===== config.mk =====
export PLATFORM = sky130hd
export DESIGN_NAME = range_scan_segment_finder
export DESIGN_NICKNAME = d
export VERILOG_FILES = /design/src/rtl/rssf_pkg.sv /design/src/rtl/range_scan_segment_finder.sv /design/src/rtl/rssf_fifo.sv /design/src/rtl/rssf_front.sv /design/src/rtl/rssf_back.sv
export SDC_FILE = /design/constraint.sdc
export NUM_CORES = 2
export LEC_CHECK = 0
export ABC_AREA = 1
export BUFFER_PORTS_ARGS = -buffer_cell sky130_fd_sc_hd__buf_2
export CAP_MARGIN = 20
export CORE_ASPECT_RATIO = 0.8
export CORE_MARGIN = 8
export CORE_UTILIZATION = 46
export DETAILED_ROUTE_END_ITERATION = 16
export REMOVE_ABC_BUFFERS = 1
export SYNTH_ARGS = -nofsm -noshare
export SYNTH_HDL_FRONTEND = slang
export SYNTH_SLANG_ARGS = --single-unit

===== constraint.sdc =====
create_clock -name clk_i -period 13.2 [get_ports clk_i]
set_input_delay 0 -clock clk_i [delete_from_list [all_inputs] [get_ports clk_i]]
set_output_delay 0 -clock clk_i [all_outputs]
set_load 0.01 [all_outputs]

===== src/rtl/rssf_pkg.sv =====
package rssf_pkg;

  localparam int unsigned IDX_W     = 9;
  localparam int unsigned RANGE_W   = 10;
  localparam int unsigned ANG_W     = 9;
  localparam int unsigned QUAD_W    = 2;
  localparam int unsigned POS_W     = 12;
  localparam int unsigned THR_W     = 10;
  localparam int unsigned LEN_W     = 9;
  localparam int unsigned TRIG_W    = 16;
  localparam int unsigned PROD_W    = 27;
  localparam int unsigned FRAC_W    = 15;
  localparam int unsigned FRAC_IDX_W = 7;
  localparam int unsigned TRIG_ROM_N = 128;

  localparam int unsigned SCAN_ANGLES_DEF = 128;
  localparam int unsigned MID_DEPTH_DEF   = 4;
  localparam int unsigned OUT_DEPTH_DEF   = 8;

  localparam int unsigned APB_DATA_W = 32;
  localparam int unsigned APB_ADDR_W = 4;

  localparam logic [THR_W-1:0]   DELTA_THRESHOLD_RST = 10'd5;
  localparam logic [LEN_W-1:0]   MIN_LENGTH_RST      = 9'd5;
  localparam logic [RANGE_W-1:0] MIN_RANGE_RST       = 10'd0;

  // angle offset and fixed x,y offset of each sensor quadrant
  localparam logic [ANG_W:0] QUAD_ANGLE [4] = '{10'd0, 10'd90, 10'd180, 10'd270};
  localparam logic signed [POS_W-1:0] QUAD_X_OFF [4] = '{12'sd0, 12'sd90, 12'sd90, 12'sd0};
  localparam logic signed [POS_W-1:0] QUAD_Y_OFF [4] = '{12'sd0, 12'sd0, 12'sd90, 12'sd90};

  localparam longint COS1_Q30 = 64'sd1073578288;
  localparam longint SIN1_Q30 = 64'sd18739379;

  typedef enum logic [1:0] {
    REG_DELTA_THRESHOLD = 2'd0,
    REG_MIN_LENGTH      = 2'd1,
    REG_MIN_RANGE       = 2'd2
  } reg_e;

  typedef struct packed {
    logic [THR_W-1:0]   delta_threshold;
    logic [LEN_W-1:0]   min_length;
    logic [RANGE_W-1:0] min_range;
  } cfg_t;

  // closed run that passed the length and range checks
  typedef struct packed {
    logic [ANG_W-1:0]   ang_base;
    logic [RANGE_W-1:0] mid_range;
    logic [QUAD_W-1:0]  quadrant;
  } seg_t;

  typedef struct packed {
    logic [ANG_W-1:0]         mid_angle;
    logic [RANGE_W-1:0]       mid_range;
    logic signed [POS_W-1:0]  pos_x;
    logic signed [POS_W-1:0]  pos_y;
    logic [QUAD_W-1:0]        source_quadrant;
  } res_t;

  // Q1.15 sine of 0..90 degrees by repeated one-degree rotation in Q2.30;
  // evaluated at elaboration only
  function automatic logic [TRIG_W-1:0] sin_q15(input int unsigned d);
    longint x;
    longint y;
    longint nx;
    longint ny;
    longint v;
    int unsigned n;
    int unsigned i;
    n = (d > 90) ? 90 : d;
    x = longint'(1) <<< 30;
    y = 0;
    for (i = 0; i < n; i++) begin
      nx = (x * COS1_Q30 - y * SIN1_Q30 + (longint'(1) <<< 29)) >>> 30;
      ny = (y * COS1_Q30 + x * SIN1_Q30 + (longint'(1) <<< 29)) >>> 30;
      x = nx;
      y = ny;
    end
    v = (y + (longint'(1) <<< 14)) >>> 15;
    if (v > 32767) v = 32767;
    if (v < 0) v = 0;
    return v[TRIG_W-1:0];
  endfunction

endpackage


===== src/rtl/range_scan_segment_finder.sv =====
// Channel   Handshake              Ports
// input     push / full            range_sample_i, quadrant_i, last_sample_i
// result    pop / empty            mid_angle_o, mid_range_o, pos_x_o, pos_y_o,
//                                  source_quadrant_o
// config    APB psel/penable       paddr 0x0 delta_threshold, 0x4 min_length,
//                                  0x8 min_range
//
// One sample is taken every cycle while full is low; run tracking completes in the cycle of the transfer.
// A closed run passes through the segment queue, then four stages of angle, table and
// multiplier, then the result queue, before it shows on the result ports.
// full rises only when the segment queue is full; the back end stalls on the result
// queue by credit, so a held pop backs up into full.
// Reset clears the run state and both queues and loads the register defaults.
module range_scan_segment_finder #(
  parameter int unsigned SCAN_ANGLES = rssf_pkg::SCAN_ANGLES_DEF,
  parameter int unsigned MID_DEPTH   = rssf_pkg::MID_DEPTH_DEF,
  parameter int unsigned OUT_DEPTH   = rssf_pkg::OUT_DEPTH_DEF
) (
  input  logic                               clk_i,
  input  logic                               rst_ni,

  input  logic                               push,
  output logic                               full,
  input  logic [rssf_pkg::RANGE_W-1:0]       range_sample_i,
  input  logic [rssf_pkg::QUAD_W-1:0]        quadrant_i,
  input  logic                               last_sample_i,

  output logic                               empty,
  input  logic                               pop,
  output logic [rssf_pkg::ANG_W-1:0]         mid_angle_o,
  output logic [rssf_pkg::RANGE_W-1:0]       mid_range_o,
  output logic signed [rssf_pkg::POS_W-1:0]  pos_x_o,
  output logic signed [rssf_pkg::POS_W-1:0]  pos_y_o,
  output logic [rssf_pkg::QUAD_W-1:0]        source_quadrant_o,

  input  logic                               psel,
  input  logic                               penable,
  input  logic                               pwrite,
  input  logic [rssf_pkg::APB_ADDR_W-1:0]    paddr,
  input  logic [rssf_pkg::APB_DATA_W-1:0]    pwdata,
  output logic [rssf_pkg::APB_DATA_W-1:0]    prdata,
  output logic                               pready
);

  localparam int unsigned DATA_W = rssf_pkg::APB_DATA_W;

  rssf_pkg::cfg_t cfg_q, cfg_d;
  rssf_pkg::reg_e reg_sel;
  logic           cfg_wr;
  logic           accept;
  logic           seg_push;
  rssf_pkg::seg_t seg_in;
  rssf_pkg::seg_t seg_out;
  logic           seg_empty;
  logic           seg_pop;
  rssf_pkg::res_t res;
  logic [$clog2(MID_DEPTH+1)-1:0] seg_count;

  assign pready  = 1'b1;
  assign reg_sel = rssf_pkg::reg_e'(paddr[3:2]);
  assign cfg_wr  = psel && penable && pwrite && pready;

  always_comb begin
    cfg_d = cfg_q;
    if (cfg_wr) begin
      unique case (reg_sel)
        rssf_pkg::REG_DELTA_THRESHOLD:
          cfg_d.delta_threshold = pwdata[rssf_pkg::THR_W-1:0];
        rssf_pkg::REG_MIN_LENGTH:
          cfg_d.min_length = pwdata[rssf_pkg::LEN_W-1:0];
        rssf_pkg::REG_MIN_RANGE:
          cfg_d.min_range = pwdata[rssf_pkg::RANGE_W-1:0];
        default: cfg_d = cfg_q;
      endcase
    end
  end

  always_comb begin
    unique case (reg_sel)
      rssf_pkg::REG_DELTA_THRESHOLD: prdata = DATA_W'(cfg_q.delta_threshold);
      rssf_pkg::REG_MIN_LENGTH:      prdata = DATA_W'(cfg_q.min_length);
      rssf_pkg::REG_MIN_RANGE:       prdata = DATA_W'(cfg_q.min_range);
      default:                       prdata = '0;
    endcase
  end

  always_ff @(posedge clk_i or negedge rst_ni) begin
    if (!rst_ni) begin
      cfg_q.delta_threshold <= rssf_pkg::DELTA_THRESHOLD_RST;
      cfg_q.min_length      <= rssf_pkg::MIN_LENGTH_RST;
      cfg_q.min_range       <= rssf_pkg::MIN_RANGE_RST;
    end else begin
      cfg_q <= cfg_d;
    end
  end

  assign accept = push && !full;

  rssf_front #(
    .SCAN_ANGLES (SCAN_ANGLES)
  ) u_front (
    .clk_i          (clk_i),
    .rst_ni         (rst_ni),
    .accept_i       (accept),
    .range_sample_i (range_sample_i),
    .quadrant_i     (quadrant_i),
    .last_sample_i  (last_sample_i),
    .cfg_i          (cfg_q),
    .seg_push_o     (seg_push),
    .seg_o          (seg_in)
  );

  rssf_fifo #(
    .WIDTH ($bits(rssf_pkg::seg_t)),
    .DEPTH (MID_DEPTH)
  ) u_seg_fifo (
    .clk_i   (clk_i),
    .rst_ni  (rst_ni),
    .push_i  (seg_push),
    .wdata_i (seg_in),
    .pop_i   (seg_pop),
    .rdata_o (seg_out),
    .full_o  (full),
    .empty_o (seg_empty),
    .count_o (seg_count)
  );

  rssf_back #(
    .OUT_DEPTH (OUT_DEPTH)
  ) u_back (
    .clk_i       (clk_i),
    .rst_ni      (rst_ni),
    .seg_i       (seg_out),
    .seg_empty_i (seg_empty),
    .seg_pop_o   (seg_pop),
    .pop_i       (pop),
    .empty_o     (empty),
    .res_o       (res)
  );

  assign mid_angle_o       = res.mid_angle;
  assign mid_range_o       = res.mid_range;
  assign pos_x_o           = res.pos_x;
  assign pos_y_o           = res.pos_y;
  assign source_quadrant_o = res.source_quadrant;

  a_seg_count_bound: assert property (@(posedge clk_i) disable iff (!rst_ni)
    seg_count <= ($clog2(MID_DEPTH+1))'(MID_DEPTH))
    else $error("segment queue count out of range");

  a_seg_push_needs_accept: assert property (@(posedge clk_i) disable iff (!rst_ni)
    seg_push |-> accept && !full)
    else $error("segment queued without an input transfer");

endmodule


===== src/rtl/rssf_fifo.sv =====
module rssf_fifo #(
  parameter int unsigned WIDTH = 8,
  parameter int unsigned DEPTH = rssf_pkg::MID_DEPTH_DEF
) (
  input  logic                       clk_i,
  input  logic                       rst_ni,
  input  logic                       push_i,
  input  logic [WIDTH-1:0]           wdata_i,
  input  logic                       pop_i,
  output logic [WIDTH-1:0]           rdata_o,
  output logic                       full_o,
  output logic                       empty_o,
  output logic [$clog2(DEPTH+1)-1:0] count_o
);

  localparam int unsigned PTR_W = (DEPTH > 1) ? $clog2(DEPTH) : 1;
  localparam int unsigned CNT_W = $clog2(DEPTH+1);

  logic [WIDTH-1:0] mem_q [DEPTH];
  logic [PTR_W-1:0] wptr_q, wptr_d;
  logic [PTR_W-1:0] rptr_q, rptr_d;
  logic [CNT_W-1:0] cnt_q, cnt_d;
  logic             do_push;
  logic             do_pop;

  assign full_o  = (cnt_q == CNT_W'(DEPTH));
  assign empty_o = (cnt_q == '0);
  assign count_o = cnt_q;
  assign rdata_o = mem_q[rptr_q];
  assign do_push = push_i && !full_o;
  assign do_pop  = pop_i && !empty_o;

  always_comb begin
    wptr_d = wptr_q;
    rptr_d = rptr_q;
    cnt_d  = cnt_q;
    if (do_push) begin
      wptr_d = (wptr_q == PTR_W'(DEPTH-1)) ? '0 : wptr_q + 1'b1;
    end
    if (do_pop) begin
      rptr_d = (rptr_q == PTR_W'(DEPTH-1)) ? '0 : rptr_q + 1'b1;
    end
    if (do_push && !do_pop) begin
      cnt_d = cnt_q + 1'b1;
    end else if (do_pop && !do_push) begin
      cnt_d = cnt_q - 1'b1;
    end
  end

  always_ff @(posedge clk_i or negedge rst_ni) begin
    if (!rst_ni) begin
      wptr_q <= '0;
      rptr_q <= '0;
      cnt_q  <= '0;
    end else begin
      wptr_q <= wptr_d;
      rptr_q <= rptr_d;
      cnt_q  <= cnt_d;
    end
  end

  always_ff @(posedge clk_i) begin
    if (do_push) begin
      mem_q[wptr_q] <= wdata_i;
    end
  end

endmodule


===== src/rtl/rssf_front.sv =====
module rssf_front #(
  parameter int unsigned SCAN_ANGLES = rssf_pkg::SCAN_ANGLES_DEF
) (
  input  logic                            clk_i,
  input  logic                            rst_ni,
  input  logic                            accept_i,
  input  logic [rssf_pkg::RANGE_W-1:0]    range_sample_i,
  input  logic [rssf_pkg::QUAD_W-1:0]     quadrant_i,
  input  logic                            last_sample_i,
  input  rssf_pkg::cfg_t                  cfg_i,
  output logic                            seg_push_o,
  output rssf_pkg::seg_t                  seg_o
);

  localparam int unsigned IDX_W   = rssf_pkg::IDX_W;
  localparam int unsigned RANGE_W = rssf_pkg::RANGE_W;
  localparam logic [IDX_W-1:0] IDX_MAX = IDX_W'(SCAN_ANGLES - 1);

  logic [IDX_W-1:0]   idx_q, idx_d;
  logic [IDX_W-1:0]   start_idx_q, start_idx_d;
  logic [RANGE_W-1:0] start_range_q, start_range_d;
  logic [RANGE_W-1:0] prev_range_q;

  logic               first;
  logic [RANGE_W-1:0] diff;
  logic               cont;
  logic               close_en;
  logic [IDX_W-1:0]   end_idx;
  logic [RANGE_W-1:0] end_range;
  logic [IDX_W:0]     span;
  logic               span_ok;
  logic [RANGE_W:0]   range_sum;
  logic [RANGE_W-1:0] mid_range;
  logic               range_ok;
  logic [IDX_W:0]     idx_sum;

  assign first     = (idx_q == '0);
  assign diff      = (range_sample_i > prev_range_q) ? range_sample_i - prev_range_q
                                                     : prev_range_q - range_sample_i;
  assign cont      = (diff < cfg_i.delta_threshold);
  assign close_en  = !first && (!cont || last_sample_i);
  assign end_idx   = cont ? idx_q : idx_q - 1'b1;
  assign end_range = cont ? range_sample_i : prev_range_q;

  // end below start after index saturation reads as a negative span
  assign span      = {1'b0, end_idx} - {1'b0, start_idx_q};
  assign span_ok   = $signed(span) > $signed({1'b0, cfg_i.min_length});
  assign range_sum = {1'b0, start_range_q} + {1'b0, end_range};
  assign mid_range = range_sum[RANGE_W:1];
  assign range_ok  = mid_range > cfg_i.min_range;
  assign idx_sum   = {1'b0, start_idx_q} + {1'b0, end_idx};

  assign seg_push_o         = accept_i && close_en && span_ok && range_ok;
  assign seg_o.ang_base     = idx_sum[IDX_W:1];
  assign seg_o.mid_range    = mid_range;
  assign seg_o.quadrant     = quadrant_i;

  always_comb begin
    start_idx_d   = start_idx_q;
    start_range_d = start_range_q;
    if (first) begin
      start_idx_d   = '0;
      start_range_d = range_sample_i;
    end else if (!cont) begin
      start_idx_d   = idx_q;
      start_range_d = range_sample_i;
    end
    if (last_sample_i) begin
      idx_d = '0;
    end else if (idx_q < IDX_MAX) begin
      idx_d = idx_q + 1'b1;
    end else begin
      idx_d = idx_q;
    end
  end

  always_ff @(posedge clk_i or negedge rst_ni) begin
    if (!rst_ni) begin
      idx_q         <= '0;
      start_idx_q   <= '0;
      start_range_q <= '0;
      prev_range_q  <= '0;
    end else if (accept_i) begin
      idx_q         <= idx_d;
      start_idx_q   <= start_idx_d;
      start_range_q <= start_range_d;
      prev_range_q  <= range_sample_i;
    end
  end

  a_idx_in_scan: assert property (@(posedge clk_i) disable iff (!rst_ni)
    idx_q <= IDX_MAX)
    else $error("sample index beyond scan length");

  a_last_rewinds: assert property (@(posedge clk_i) disable iff (!rst_ni)
    accept_i && last_sample_i |=> idx_q == '0)
    else $error("index not rewound after last sample");

endmodule


===== src/rtl/rssf_back.sv =====
module rssf_back #(
  parameter int unsigned OUT_DEPTH = rssf_pkg::OUT_DEPTH_DEF
) (
  input  logic             clk_i,
  input  logic             rst_ni,
  input  rssf_pkg::seg_t   seg_i,
  input  logic             seg_empty_i,
  output logic             seg_pop_o,
  input  logic             pop_i,
  output logic             empty_o,
  output rssf_pkg::res_t   res_o
);

  localparam int unsigned ANG_W   = rssf_pkg::ANG_W;
  localparam int unsigned RANGE_W = rssf_pkg::RANGE_W;
  localparam int unsigned QUAD_W  = rssf_pkg::QUAD_W;
  localparam int unsigned POS_W   = rssf_pkg::POS_W;
  localparam int unsigned TRIG_W  = rssf_pkg::TRIG_W;
  localparam int unsigned PROD_W  = rssf_pkg::PROD_W;
  localparam int unsigned FRAC_W  = rssf_pkg::FRAC_W;
  localparam int unsigned F_W     = rssf_pkg::FRAC_IDX_W;
  localparam int unsigned ROM_N   = rssf_pkg::TRIG_ROM_N;
  localparam int unsigned CNT_W   = $clog2(OUT_DEPTH+1);
  localparam int unsigned STAGES  = 4;
  localparam int unsigned USED_W  = CNT_W + 1;

  // sine table, 0..90 degrees, larger indexes clamp at 90
  logic [TRIG_W-1:0] sin_rom [ROM_N];
  for (genvar g = 0; g < ROM_N; g++) begin : g_sin
    localparam logic [TRIG_W-1:0] SIN_VAL = rssf_pkg::sin_q15(g);
    assign sin_rom[g] = SIN_VAL;
  end

  logic [STAGES-1:0] vld_q, vld_d;

  // stage 1: angle with quadrant offset, wrapped
  logic [ANG_W-1:0]   ang1_q;
  logic [RANGE_W-1:0] mr1_q;
  logic [QUAD_W-1:0]  q1_q;
  logic [ANG_W:0]     ang_sum;
  logic [ANG_W-1:0]   ang_wrap;

  // stage 2: angle quadrant and angle within it
  logic [ANG_W-1:0]   ang2_q;
  logic [RANGE_W-1:0] mr2_q;
  logic [QUAD_W-1:0]  q2_q;
  logic [1:0]         aq2_q;
  logic [F_W-1:0]     f2_q;
  logic [1:0]         aq;
  logic [ANG_W-1:0]   ang_base;
  logic [ANG_W-1:0]   ang_rem;

  // stage 3: signed sine and cosine
  logic [ANG_W-1:0]          ang3_q;
  logic [RANGE_W-1:0]        mr3_q;
  logic [QUAD_W-1:0]         q3_q;
  logic signed [TRIG_W-1:0]  sn3_q, cs3_q;
  logic signed [TRIG_W-1:0]  sf, cf, sn, cs;

  // stage 4: products
  logic [ANG_W-1:0]          ang4_q;
  logic [RANGE_W-1:0]        mr4_q;
  logic [QUAD_W-1:0]         q4_q;
  logic signed [PROD_W-1:0]  px4_q, py4_q;
  logic signed [PROD_W-1:0]  rnd_x, rnd_y;

  rssf_pkg::res_t        res_d;
  logic                  out_full;
  logic [CNT_W-1:0]      out_count;
  logic [USED_W-1:0]     used;
  logic                  take;

  // credit check: every item in flight has a slot waiting in the output queue
  assign used = USED_W'(out_count) + USED_W'($countones(vld_q));
  assign take = !seg_empty_i && (used < USED_W'(OUT_DEPTH));
  assign seg_pop_o = take;
  assign vld_d = {vld_q[STAGES-2:0], take};

  assign ang_sum  = {1'b0, seg_i.ang_base} + rssf_pkg::QUAD_ANGLE[seg_i.quadrant];
  assign ang_wrap = (ang_sum >= (ANG_W+1)'(360)) ? ANG_W'(ang_sum - (ANG_W+1)'(360))
                                                  : ang_sum[ANG_W-1:0];

  always_comb begin
    if (ang1_q >= ANG_W'(270)) begin
      aq       = 2'd3;
      ang_base = ANG_W'(270);
    end else if (ang1_q >= ANG_W'(180)) begin
      aq       = 2'd2;
      ang_base = ANG_W'(180);
    end else if (ang1_q >= ANG_W'(90)) begin
      aq       = 2'd1;
      ang_base = ANG_W'(90);
    end else begin
      aq       = 2'd0;
      ang_base = '0;
    end
    ang_rem = ang1_q - ang_base;
  end

  assign sf = $signed(sin_rom[f2_q]);
  assign cf = $signed(sin_rom[F_W'(90) - f2_q]);

  always_comb begin
    case (aq2_q)
      2'd0: begin
        sn = sf;
        cs = cf;
      end
      2'd1: begin
        sn = cf;
        cs = -sf;
      end
      2'd2: begin
        sn = -sf;
        cs = -cf;
      end
      default: begin
        sn = -cf;
        cs = sf;
      end
    endcase
  end

  // round half up: floor((p + 2^14) / 2^15)
  assign rnd_x = px4_q + PROD_W'(1 << (FRAC_W-1));
  assign rnd_y = py4_q + PROD_W'(1 << (FRAC_W-1));

  assign res_d.mid_angle       = ang4_q;
  assign res_d.mid_range       = mr4_q;
  assign res_d.pos_x           = rnd_x[FRAC_W+POS_W-1:FRAC_W] + rssf_pkg::QUAD_X_OFF[q4_q];
  assign res_d.pos_y           = rnd_y[FRAC_W+POS_W-1:FRAC_W] + rssf_pkg::QUAD_Y_OFF[q4_q];
  assign res_d.source_quadrant = q4_q;

  always_ff @(posedge clk_i or negedge rst_ni) begin
    if (!rst_ni) begin
      vld_q <= '0;
    end else begin
      vld_q <= vld_d;
    end
  end

  always_ff @(posedge clk_i) begin
    ang1_q <= ang_wrap;
    mr1_q  <= seg_i.mid_range;
    q1_q   <= seg_i.quadrant;

    ang2_q <= ang1_q;
    mr2_q  <= mr1_q;
    q2_q   <= q1_q;
    aq2_q  <= aq;
    f2_q   <= ang_rem[F_W-1:0];

    ang3_q <= ang2_q;
    mr3_q  <= mr2_q;
    q3_q   <= q2_q;
    sn3_q  <= sn;
    cs3_q  <= cs;

    ang4_q <= ang3_q;
    mr4_q  <= mr3_q;
    q4_q   <= q3_q;
    px4_q  <= PROD_W'($signed({1'b0, mr3_q})) * PROD_W'(cs3_q);
    py4_q  <= PROD_W'($signed({1'b0, mr3_q})) * PROD_W'(sn3_q);
  end

  rssf_fifo #(
    .WIDTH ($bits(rssf_pkg::res_t)),
    .DEPTH (OUT_DEPTH)
  ) u_out_fifo (
    .clk_i   (clk_i),
    .rst_ni  (rst_ni),
    .push_i  (vld_q[STAGES-1]),
    .wdata_i (res_d),
    .pop_i   (pop_i),
    .rdata_o (res_o),
    .full_o  (out_full),
    .empty_o (empty_o),
    .count_o (out_count)
  );

  a_no_push_when_full: assert property (@(posedge clk_i) disable iff (!rst_ni)
    vld_q[STAGES-1] |-> !out_full)
    else $error("result dropped: output queue full");

  a_credit_bound: assert property (@(posedge clk_i) disable iff (!rst_ni)
    used <= USED_W'(OUT_DEPTH))
    else $error("items in flight exceed output queue space");

endmodule


==> run metrics <==
Seq cells post-synth 682; Hold Violations, Final 0; period utilization 0.682; Fin Clk Skew 0.0417 ns; max cap viols 0; Vias 34300; worst setup margin 4.19 ns; Routed WL per cell 17.3 um; DR DRC count 0; worst path arrival time ~9.5 ns; P&R area growth vs syn 8.89%; post-detail-place hpwl between 70000 and 80000 um; M1 GR Usage 0.290; CTS Sinks 682; Diodes inserted 0; Reg2Reg Capture Point u_seg_fifo.count_o[2]$_DFFE_PN0P_; Finished Cell Area 0.0498 mm^2; GR Util met2 0.325; die width 369 um; clk_lat worst skew about 0.64 ns; Primary FF master, synth edfxtp_1; H-tree lvl count 3; Worst Path Class, Setup flip-flop to flip-flop; initial antenna violation count 3; share of Yosys cell area claimed by the top area cell type 0.292; Hold/Removal Path Class input port to flip-flop; Final Critical Period 9.01 ns; f_max approximately 110 MHz; setup TNS 0 ns; dpl cells roughly 6400; Die Span Y 298 um; CTS tree done; CP Max Fanout 26; Die ar. 0.110 mm^2; post-synth cell types 67; worst-case reg-to-reg path depth 44; leading area contributor after synthesis edfxtp_1; gr ovfl total 0; Non-Filler Instances 6551; max incr delay on CP 0.73 ns; DP Area 0.0471 mm^2; average vias per placed instance 5.23; cts bufs inserted 71; placer's final routability congestion estimate between 0.9 and 1; CP required 13.71 ns; Hold Path Cell Cnt 4; total track usage 0.205; PostCTS Resize Cnt 0; count of input and output buffers 88; hold worst-path end cfg_q[21]$_DFFE_PN1P_; most frequent cells in the layout nand2_1, inv_1, nor2_1; Hold Path Origin paddr[3]; Root Buffer clkbuf_16; gr busiest metal met2; clock-pin slew on the worst setup and hold paths roughly 0.070 ns; outcome complete, no violations; reg2reg setup slack 4.19 ns; RR Startpoint u_front.prev_range_q[5]$_DFFE_PN0P_; relative slew slack 0.268; Post-Synthesis Cells 5175; Core Area slightly below 0.1 mm^2; most common cell after layout, fill and taps aside nand2_1; syn_area_per_cell 8.84 um^2; router iterations before antenna repair 5; Final Setup Violations 0; RSZ-0062 raised after global routing no; share of cells above drive strength 1 0.0668; CP dominant cell by count nand2_1; grt met3 use 0.0386; IO Pins 136; # fillers 9288; Final ANT Viol Nets 0; synth warn 0; Total Nets Final approximately 5800; First DRT Iteration DRCs 2886; largest net degree at the start of global routing 109; vias in the first global route ~34000; Worst path slowest cell nand3_1; critical path capture point type flip-flop; Startpoint Class flip-flop; final WL 114000 um; starting density of the core 0.464; first-pass GRT wire length 185000 um; Rows 103; Place WS 4.10 ns; Slew Limit Fails 0; Tightest Pin Transition 1.09 ns; synthesized area 0.0457 mm^2; top post-synthesis cells by area edfxtp_1, fa_1, nand2_1; clock buffer depth 3; async set or reset register ratio after synthesis 0.129; sequential element share of the synthesized area 0.406; Post-synth EDFFs 444
## how the worst max path moves through the flow
| stage | startpoint | slack, ns | end | cells past startpoint |
|---|---|---|---|---|
| floorplan | u_front.prev_range_q[5]$_DFFE_PN0P_ | 5.74 | u_seg_fifo.mem_q[0][0]$_DFFE_PP_ | 34 |
| global placement | u_front.prev_range_q[5]$_DFFE_PN0P_ | 4.17 | u_seg_fifo.count_o[2]$_DFFE_PN0P_ | 44 |
| detailed placement | u_front.prev_range_q[5]$_DFFE_PN0P_ | 4.10 | u_seg_fifo.count_o[2]$_DFFE_PN0P_ | 44 |
| CTS | u_front.prev_range_q[5]$_DFFE_PN0P_ | 4.09 | u_seg_fifo.count_o[2]$_DFFE_PN0P_ | 44 |
| global route | u_front.prev_range_q[1]$_DFFE_PN0P_ | 3.13 | u_seg_fifo.count_o[2]$_DFFE_PN0P_ | 45 |
| finish | u_front.prev_range_q[5]$_DFFE_PN0P_ | 4.19 | u_seg_fifo.count_o[2]$_DFFE_PN0P_ | 44 |
## metrics by stage
stage,util,hold WS (ns)
2_1_floorplan,-,-0.296
3_3_place_gp,0.478,-0.000359
3_5_place_dp,0.478,0.00364
4_1_cts,0.505,0.0592
5_1_grt,0.505,0.180
6_report,0.505,0.136
## kinds of logic after synthesis
group,after synthesis,synth area share
buffers and inverters,1061,0.0931
DFF,682,0.406
and+or+nand+nor,1944,0.177
AOI/OAI and AO/OA,788,0.0952
other,2,0.000164
muxes,3,0.000684
adders and majority gates,560,0.202
xor gates and xnor gates,135,0.0259
## cell type report
class	instances	area, um^2	area share
tap	1312	1640	0.0330
inverter	817	3080	0.0618
multi-input combinational	3453	23100	0.463
timing repair buffer	157	1060	0.0213
clock buffer	91	1950	0.0393
sequential	682	18600	0.373
clock inverter	39	433	0.00869
## timing repair
action,in CTS,in global routing
buffers inserted,0,0
hold endpoints to repair,101,0
hold buffers,27,0
## cell usage after synthesis (5+ instances only)
cell type / count
a211oi_1: 5
a21o_1: 5
a21oi_1: 164
a31oi_1: 51
and2_1: 5
buf_1: 16
buf_2: 24
buf_4: 38
buf_6: 13
clkbuf_1: 153
dfrtp_1: 84
dfxtp_1: 150
edfxtp_1: 444
fa_1: 299
ha_1: 261
inv_1: 801
inv_2: 12
nand2_1: 1025
nand2_2: 20
nand2_4: 8
nand3_1: 222
nand3_2: 7
nand3b_1: 8
nand4_1: 41
nor2_1: 529
nor2_2: 14
nor2_4: 6
nor3_1: 33
nor4_1: 7
o2111ai_1: 9
o211ai_1: 13
o21a_1: 6
o21ai_0: 405
o21ai_1: 14
o21bai_1: 16
o221ai_1: 8
o22ai_1: 70
or2_2: 9
xnor2_1: 35
xor2_1: 100
## state kept, by name, indices dropped and copies added, names as in the netlist, 10 cells and up
signal	flops
u_back.u_out_fifo.mem_q	360
u_back.mr1_q	10
u_front.start_range_q	10
u_back.sn3_q	16
u_back.py4_q	13
u_front.prev_range_q	10
u_back.mr4_q	10
cfg_q	29
u_back.cs3_q	16
u_seg_fifo.mem_q	84
u_back.mr3_q	10
u_back.px4_q	13
u_back.mr2_q	10
## layer usage
layer  share of wire  up-vias
met4           0.024        0
met1            0.46    16300
met5               0        -
li1                -    16600
met3           0.068      188
met2            0.44     1087
## critical path, delay by kind of cell (launching register included)
family                     cells  cell delay, ns
xor gates and xnor gates       1            0.14
AOI/OAI and AO/OA             14            2.59
and+or+nand+nor               17            3.36
DFF                            1            0.42
adders and majority gates      6            1.84
buffers and inverters          6            0.56
Power is not shown: default switching activity piles up to over one toggle a cycle in this logic, so the estimate is an artifact.
